### config.mk
export PLATFORM = sky130hd
export DESIGN_NAME = biquad_cascade_iir_filter
export DESIGN_NICKNAME = d
export VERILOG_FILES = /design/src/hdl/bq_pkg.sv /design/src/hdl/bq_cell.sv /design/src/hdl/biquad_cascade_iir_filter.sv
export SDC_FILE = /design/constraint.sdc
export NUM_CORES = 2
export LEC_CHECK = 0
export ABC_AREA = 1
export BUFFER_PORTS_ARGS = -buffer_cell sky130_fd_sc_hd__buf_4
export CELL_PAD_IN_SITES_DETAIL_PLACEMENT = 2
export CELL_PAD_IN_SITES_GLOBAL_PLACEMENT = 2
export CORE_MARGIN = 5
export CORE_UTILIZATION = 25
export CTS_BUF_LIST = sky130_fd_sc_hd__clkbuf_8
export DETAILED_ROUTE_END_ITERATION = 12
export PLACE_DENSITY_LB_ADDON = 0.1
export SYNTH_ARGS = -nofsm -noshare
export SYNTH_HDL_FRONTEND = slang
export SYNTH_SLANG_ARGS = --single-unit
### constraint.sdc
create_clock -name clk -period 9.8 [get_ports clk]
set_input_delay 1.96 -clock clk [delete_from_list [all_inputs] [get_ports clk]]
set_output_delay 1.96 -clock clk [all_outputs]
set_load 0.1 [all_outputs]
### src/hdl/bq_pkg.sv
// ----------------------------------------------------------------------------
// bq_pkg
// Shared constants, coefficient tables and types for the biquad cascade.
// ----------------------------------------------------------------------------
package bq_pkg;

	localparam int SECTIONS     = 3;
	localparam int SAMPLE_WIDTH = 16;
	localparam int DELAY_WIDTH  = 24;

	localparam int COEF_W    = 16;
	localparam int COEF_FRAC = 14;
	localparam int ROWS      = 3;

	localparam logic signed [COEF_W-1:0] GAIN_Q [ROWS] = '{16'sd8670, 16'sd8670, 16'sd13274};
	localparam logic signed [COEF_W-1:0] A1_Q   [ROWS] = '{-16'sd24255, 16'sd8587, -16'sd5148};
	localparam logic signed [COEF_W-1:0] A2_Q   [ROWS] = '{16'sd13740, 16'sd12329, -16'sd2905};
	localparam logic signed [COEF_W-1:0] B1_Q   [ROWS] = '{-16'sd6650, -16'sd17572, -16'sd12516};

	localparam int STEP_BITS = 3;
	localparam logic [STEP_BITS-1:0] STEP_GAIN = 3'd0;
	localparam logic [STEP_BITS-1:0] STEP_A1   = 3'd1;
	localparam logic [STEP_BITS-1:0] STEP_A2   = 3'd2;
	localparam logic [STEP_BITS-1:0] STEP_B1   = 3'd3;
	localparam logic [STEP_BITS-1:0] STEP_W    = 3'd4;
	localparam logic [STEP_BITS-1:0] STEP_Y    = 3'd5;

	typedef enum logic [1:0] {
		CELL_IDLE,
		CELL_RUN,
		CELL_DONE
	} bq_cell_state_t;

	typedef struct packed {
		logic valid;
		logic flag;
	} bq_hand_t;

endpackage

### src/hdl/bq_cell.sv
// ----------------------------------------------------------------------------
// bq_cell
// One direct-form-II biquad section with its own delays and multiplier.
// ----------------------------------------------------------------------------
module bq_cell #(
	parameter int X_W = bq_pkg::DELAY_WIDTH,
	parameter int DW  = bq_pkg::DELAY_WIDTH,
	parameter int ROW = 0
) (
	input  logic                  clk,
	input  logic                  arst_n,
	input  bq_pkg::bq_hand_t      up,
	input  logic signed [X_W-1:0] x_in,
	output logic                  idle,
	input  logic                  down_ready,
	output bq_pkg::bq_hand_t      down,
	output logic signed [X_W-1:0] y_out
);

	localparam int CW    = bq_pkg::COEF_W;
	localparam int P_W   = X_W + CW;
	localparam int ACC_W = X_W + 3;

	localparam logic signed [CW-1:0] G_C  = bq_pkg::GAIN_Q[ROW];
	localparam logic signed [CW-1:0] A1_C = bq_pkg::A1_Q[ROW];
	localparam logic signed [CW-1:0] A2_C = bq_pkg::A2_Q[ROW];
	localparam logic signed [CW-1:0] B1_C = bq_pkg::B1_Q[ROW];

	localparam logic signed [P_W-1:0] HALF_LSB = P_W'(1) <<< (bq_pkg::COEF_FRAC - 1);
	localparam logic signed [ACC_W-1:0] D_MAX = {{(ACC_W-DW+1){1'b0}}, {(DW-1){1'b1}}};
	localparam logic signed [ACC_W-1:0] D_MIN = ~D_MAX;

	bq_pkg::bq_cell_state_t state_q, state_d;
	logic [bq_pkg::STEP_BITS-1:0] step_q;

	logic signed [X_W-1:0]   x_q;
	logic signed [DW-1:0]    w1_q, w2_q, y_q;
	logic signed [P_W-1:0]   prod_q;
	logic signed [ACC_W-1:0] acc_q;
	logic                    flag_q;

	logic signed [X_W-1:0]   mul_a;
	logic signed [CW-1:0]    mul_b;
	logic signed [P_W-1:0]   prod_d;
	logic signed [P_W-1:0]   rnd_full;
	logic signed [ACC_W-1:0] rnd;
	logic signed [DW-1:0]    w_sat, y_sat;
	logic                    w_clip, y_clip;
	logic signed [ACC_W-1:0] y_sum;
	logic                    take;

	assign take = up.valid && (state_q == bq_pkg::CELL_IDLE);

	always_comb begin
		case (step_q)
			bq_pkg::STEP_GAIN: begin
				mul_a = x_q;
				mul_b = G_C;
			end
			bq_pkg::STEP_A1: begin
				mul_a = X_W'(w1_q);
				mul_b = A1_C;
			end
			bq_pkg::STEP_A2: begin
				mul_a = X_W'(w2_q);
				mul_b = A2_C;
			end
			default: begin
				mul_a = X_W'(w1_q);
				mul_b = B1_C;
			end
		endcase
	end

	assign prod_d   = mul_a * mul_b;
	assign rnd_full = (prod_q + HALF_LSB) >>> bq_pkg::COEF_FRAC;
	assign rnd      = ACC_W'(rnd_full);

	always_comb begin
		w_clip = 1'b1;
		if (acc_q > D_MAX) begin
			w_sat = DW'(D_MAX);
		end else if (acc_q < D_MIN) begin
			w_sat = DW'(D_MIN);
		end else begin
			w_sat  = DW'(acc_q);
			w_clip = 1'b0;
		end
	end

	assign y_sat  = w_sat;
	assign y_clip = w_clip;
	assign y_sum  = ACC_W'(w_sat) + rnd + ACC_W'(w2_q);

	always_ff @(posedge clk or negedge arst_n) begin
		if (!arst_n) begin
			state_q <= bq_pkg::CELL_IDLE;
			step_q  <= '0;
			w1_q    <= '0;
			w2_q    <= '0;
		end else begin
			state_q <= state_d;
			if (take) begin
				step_q <= '0;
			end else if (state_q == bq_pkg::CELL_RUN) begin
				step_q <= step_q + 1'b1;
				if (step_q == bq_pkg::STEP_W) begin
					w1_q <= w_sat;
					w2_q <= w1_q;
				end
			end
		end
	end

	always_ff @(posedge clk) begin
		if (take) begin
			x_q    <= x_in;
			flag_q <= up.flag;
		end else if (state_q == bq_pkg::CELL_RUN) begin
			case (step_q)
				bq_pkg::STEP_GAIN: begin
					prod_q <= prod_d;
				end
				bq_pkg::STEP_A1: begin
					acc_q  <= rnd;
					prod_q <= prod_d;
				end
				bq_pkg::STEP_A2, bq_pkg::STEP_B1: begin
					acc_q  <= acc_q - rnd;
					prod_q <= prod_d;
				end
				bq_pkg::STEP_W: begin
					acc_q  <= y_sum;
					flag_q <= flag_q | w_clip;
				end
				default: begin
					y_q    <= y_sat;
					flag_q <= flag_q | y_clip;
				end
			endcase
		end
	end

	always_comb begin
		state_d = state_q;
		case (state_q)
			bq_pkg::CELL_IDLE: begin
				if (up.valid) state_d = bq_pkg::CELL_RUN;
			end
			bq_pkg::CELL_RUN: begin
				if (step_q == bq_pkg::STEP_Y) state_d = bq_pkg::CELL_DONE;
			end
			bq_pkg::CELL_DONE: begin
				if (down_ready) state_d = bq_pkg::CELL_IDLE;
			end
			default: begin
				state_d = bq_pkg::CELL_IDLE;
			end
		endcase
	end

	assign idle       = (state_q == bq_pkg::CELL_IDLE);
	assign down.valid = (state_q == bq_pkg::CELL_DONE) && down_ready;
	assign down.flag  = flag_q;
	assign y_out      = X_W'(y_q);

	a_take_when_idle: assert property (@(posedge clk) disable iff (!arst_n)
		up.valid |-> (state_q == bq_pkg::CELL_IDLE))
		else $error("Transaction offered to a busy section.");

	a_start_run: assert property (@(posedge clk) disable iff (!arst_n)
		take |=> (state_q == bq_pkg::CELL_RUN) && (step_q == bq_pkg::STEP_GAIN))
		else $error("Section did not start its step sequence.");

	a_step_range: assert property (@(posedge clk) disable iff (!arst_n)
		(state_q == bq_pkg::CELL_RUN) |-> (step_q <= bq_pkg::STEP_Y))
		else $error("Step counter ran past the last step.");

	a_leave_done: assert property (@(posedge clk) disable iff (!arst_n)
		(state_q == bq_pkg::CELL_DONE) && !down_ready |=> (state_q == bq_pkg::CELL_DONE))
		else $error("Section dropped a result before the transaction.");

endmodule

### src/hdl/biquad_cascade_iir_filter.sv
// ----------------------------------------------------------------------------
// biquad_cascade_iir_filter
// Cascade of direct-form-II biquad sections with a saturating output stage.
//
//   channel  | handshake           | payload
//   input    | in_valid, in_stall  | sample_in
//   output   | out_valid, out_stall| sample_out, saturated
//
// Each section works a sample in six steps, four of them multiplies on its own
// multiplier, and then holds it in its done state for the handoff.
// The first section takes a new sample only once it has handed on the last one
// and is idle again, so it sets the pace of the input.
// Reset clears all section delays and empties the chain and the output register.
// A stalled output holds its result while the chain keeps working; sections
// then wait in their done state until the next one is free.
// ----------------------------------------------------------------------------
module biquad_cascade_iir_filter #(
	parameter int SECTIONS     = bq_pkg::SECTIONS,
	parameter int SAMPLE_WIDTH = bq_pkg::SAMPLE_WIDTH,
	parameter int DELAY_WIDTH  = bq_pkg::DELAY_WIDTH
) (
	input  logic                           clk,
	input  logic                           arst_n,
	input  logic                           in_valid,
	output logic                           in_stall,
	input  logic signed [SAMPLE_WIDTH-1:0] sample_in,
	output logic                           out_valid,
	input  logic                           out_stall,
	output logic signed [SAMPLE_WIDTH-1:0] sample_out,
	output logic                           saturated
);

	localparam int X_W = (SAMPLE_WIDTH > DELAY_WIDTH) ? SAMPLE_WIDTH : DELAY_WIDTH;
	localparam int E_W = X_W + 1;
	localparam logic signed [E_W-1:0] S_MAX = {{(E_W-SAMPLE_WIDTH+1){1'b0}},
		{(SAMPLE_WIDTH-1){1'b1}}};
	localparam logic signed [E_W-1:0] S_MIN = ~S_MAX;

	bq_pkg::bq_hand_t      hand [SECTIONS+1];
	logic signed [X_W-1:0] data [SECTIONS+1];
	logic                  idle [SECTIONS];
	logic                  out_free;

	logic signed [E_W-1:0]          last_ext;
	logic signed [SAMPLE_WIDTH-1:0] last_sat;
	logic                           last_clip;

	logic                           out_valid_q;
	logic signed [SAMPLE_WIDTH-1:0] sample_out_q;
	logic                           saturated_q;

	assign in_stall      = !idle[0];
	assign hand[0].valid = in_valid && idle[0];
	assign hand[0].flag  = 1'b0;
	assign data[0]       = X_W'(sample_in);
	assign out_free      = !out_valid_q || !out_stall;

	for (genvar s = 0; s < SECTIONS; s++) begin : g_cell
		logic ready_next;
		if (s == SECTIONS - 1) begin : g_last
			assign ready_next = out_free;
		end else begin : g_mid
			assign ready_next = idle[s+1];
		end
		bq_cell #(
			.X_W(X_W),
			.DW (DELAY_WIDTH),
			.ROW(s % bq_pkg::ROWS)
		) u_cell (
			.clk       (clk),
			.arst_n    (arst_n),
			.up        (hand[s]),
			.x_in      (data[s]),
			.idle      (idle[s]),
			.down_ready(ready_next),
			.down      (hand[s+1]),
			.y_out     (data[s+1])
		);
	end

	assign last_ext = E_W'(data[SECTIONS]);

	always_comb begin
		last_clip = 1'b1;
		if (last_ext > S_MAX) begin
			last_sat = SAMPLE_WIDTH'(S_MAX);
		end else if (last_ext < S_MIN) begin
			last_sat = SAMPLE_WIDTH'(S_MIN);
		end else begin
			last_sat  = SAMPLE_WIDTH'(last_ext);
			last_clip = 1'b0;
		end
	end

	always_ff @(posedge clk or negedge arst_n) begin
		if (!arst_n) begin
			out_valid_q <= 1'b0;
		end else if (hand[SECTIONS].valid) begin
			out_valid_q <= 1'b1;
		end else if (!out_stall) begin
			out_valid_q <= 1'b0;
		end
	end

	always_ff @(posedge clk) begin
		if (hand[SECTIONS].valid) begin
			sample_out_q <= last_sat;
			saturated_q  <= hand[SECTIONS].flag | last_clip;
		end
	end

	assign out_valid  = out_valid_q;
	assign sample_out = sample_out_q;
	assign saturated  = saturated_q;

endmodule
==> results.tsv <==
metric	value	unit
Crit path arrival time	9.59	ns
Num CTS Buffers	102	
grt ovf	0	
Final Setup Violations	0	
Worst path most repeated cell	inv_1	
syn nets	10300	
HP Start	g_cell[0].u_cell.y_out[4]	
die width	542	um
Mapped Cells	8636	
setup ws final	0.772	ns
Tmin final	9.03	ns
I/O pin cnt	39	
pin count of the biggest net entering global routing	79	
worst-case clock buffer depth	3	
EDFF count, synth	317	
Data required, critical path	10.37	ns
cts hold-fix bufs	0	
most frequent cells in the layout	inv_1 (2105), nand2_1 (1484), fa_1 (1101)	
critical path type	flip-flop to flip-flop	
initial antenna violation count	6	
CORE AREA	282000	um2
slowest stage delay, CP	0.56	ns
Via-to-Cell Ratio	4.58	
Iter 0 DRT Violations	2151	
Setup crit start kind	flip-flop	
Synth Area per Inst	8.19	um2
post-CTS sizing	0	
reg2reg start	g_cell[2].u_cell.step_q[1]	
Global Route Usage Sum	20.1	%
pre-CTS WS	0.590	ns
Worst path top cell family by delay	adder cells	
Crit Path Max Fanout	17	
global placer's final weighted congestion	0.839	
clk_lat worst skew	0.87	ns
slew at the pin with the worst max-slew slack	1.28	ns
worst relative slew slack	14.6	%
commonest non-fill, non-tap cell in the layout	inv_1	
die area	294000	um2
FFs w/ async S/R, synth	33.5	%
Critical Path Start	g_cell[2].u_cell.step_q[1]	
post-synthesis sequential area ratio	19.2	%
filler cell count	32500	
routed via count	57500	
Detailed Place HPWL	258	mm
Final nets	10400	
Final Hold Fails	0	
part of the cycle the worst path needs	92.1	%
Warnings, synthesis	0	
IO Port Bufs	38	
DR pass1 iterations	5	
Most used DFF post-synth	edfxtp_1	
# Post-CTS Setup Buffers	0	
Routed Antenna Nets	0	
Setup crit end kind	flip-flop	
clock sinks	478	
post-synthesis register bit count	478	
Post-Synthesis Cell Area	70700	um2
WL/cell	23.5	um
drt drc	0	
final hold slack	0.413	ns
Worst Hold Class	flip-flop to flip-flop	
max_cap viols	0	
Die H	542	um
first-pass GRT wire length	441	mm
fin. max-slew vios	0	
RSZ-0062 raised after global routing	false	
vias in the first global route	66500	
Starting Density	25.1	%
CTS tree	built	
Cell variety after synth	60	
CP max-delay cell	fa_1	
Critical Path Stages	30	
Area Growth Syn to Fin	10.6	%
clock-pin slew on the worst setup and hold paths	0.06	ns
highest clock rate	111	MHz
outcome	complete, no violations	
H-tree depth	3	
layout cell share with drive strength beyond 1	4.98	%
Buf/Inv on CP	10	
clk_skew	0.0756	ns
R2R cell count	30	
FP Rows	195	
setup TNS	0	ns
worst hold stages	0	
clk root buf	clkbuf_8	
WL final	295	mm
==> layout make-up <==
cell class	instances	area [um2]	area share, %
multi-input combinational	5894	48700	62.3
sequential	478	13500	17.3
inverter	2098	7890	10.1
tap	3743	4680	5.99
clock buffer	112	1540	1.97
timing repair buffer	150	1130	1.45
clock inverter	76	678	0.868
antenna	3	7.51	0.00961
==> sequential cells by signal, summed over array words and instances, names as in the netlist <==
| signal | cells |
|---|---|
| g_cell.u_cell.acc_q | 81 |
| g_cell.u_cell.prod_q | 81 |
| g_cell.u_cell.w1_q | 72 |
| g_cell.u_cell.w2_q | 72 |
| g_cell.u_cell.y_out | 72 |
| g_cell.u_cell.x_q | 64 |
| sample_out | 16 |
| g_cell.u_cell.step_q | 9 |
| g_cell.u_cell.state_q | 6 |
| g_cell.u_cell.flag_q | 3 |
| out_valid | 1 |
| saturated | 1 |
==> layer usage <==
layer  wire length [um]  up-vias  track usage [%]
met5                 13        -                0
met3               4500      205             1.41
met2             149000      415             36.4
met1             136000    30100             26.4
li1                   -    26800                -
met4               5990        2             3.88
==> cell usage after synthesis, types with 44 or more instances <==
cell	number	share of area, %
inv_1	2071	11
nand2_1	1484	7.9
fa_1	1101	31
nor2_1	943	5.0
ha_1	547	9.7
o21ai_0	439	3.1
a21oi_1	429	3.0
edfxtp_1	317	13
nand3_1	272	1.9
dfrtp_1	160	5.7
clkbuf_1	119	0.63
xor2_1	89	1.1
nor3_1	70	0.50
nand4_1	59	0.52
a21o_1	50	0.53
a31oi_1	44	0.39
==> path summary, 6_finish.rpt <==
| check | end | slack [ns] |
|---|---|---|
| min reg2reg | g_cell[1].u_cell.x_q[4] | 0.41 |
| min in group asynchronous | g_cell[0].u_cell.w1_q[21] | 1.08 |
| max in group asynchronous | g_cell[0].u_cell.w2_q[9] | 7.36 |
| max reg2reg | g_cell[2].u_cell.prod_q[23] | 0.77 |
| min | g_cell[1].u_cell.x_q[4] | 0.41 |
| max | g_cell[2].u_cell.prod_q[23] | 0.77 |
==> metrics by stage <==
step / instance area, um2 / util [%] / instances
global placement: 75900 / 26.9 / 12400
global route: 78200 / 27.7 / 12600
CTS: 78200 / 27.7 / 12600
detailed placement: 75900 / 26.9 / 12400
floorplan: 70700 / - / 8636
finish: 78200 / 27.7 / 12600
==> cells by family after synthesis <==
group,Yosys count,share of synthesized area [%]
simple gates,2962,17.1
buf+inv,2264,12.1
fa+ha+maj,1648,40.9
compound gates,1159,9.18
flops,478,19.2
xor+xnor,125,1.56
Power is not shown: default switching activity piles up to over one toggle a cycle in this logic, so the estimate is an artifact.
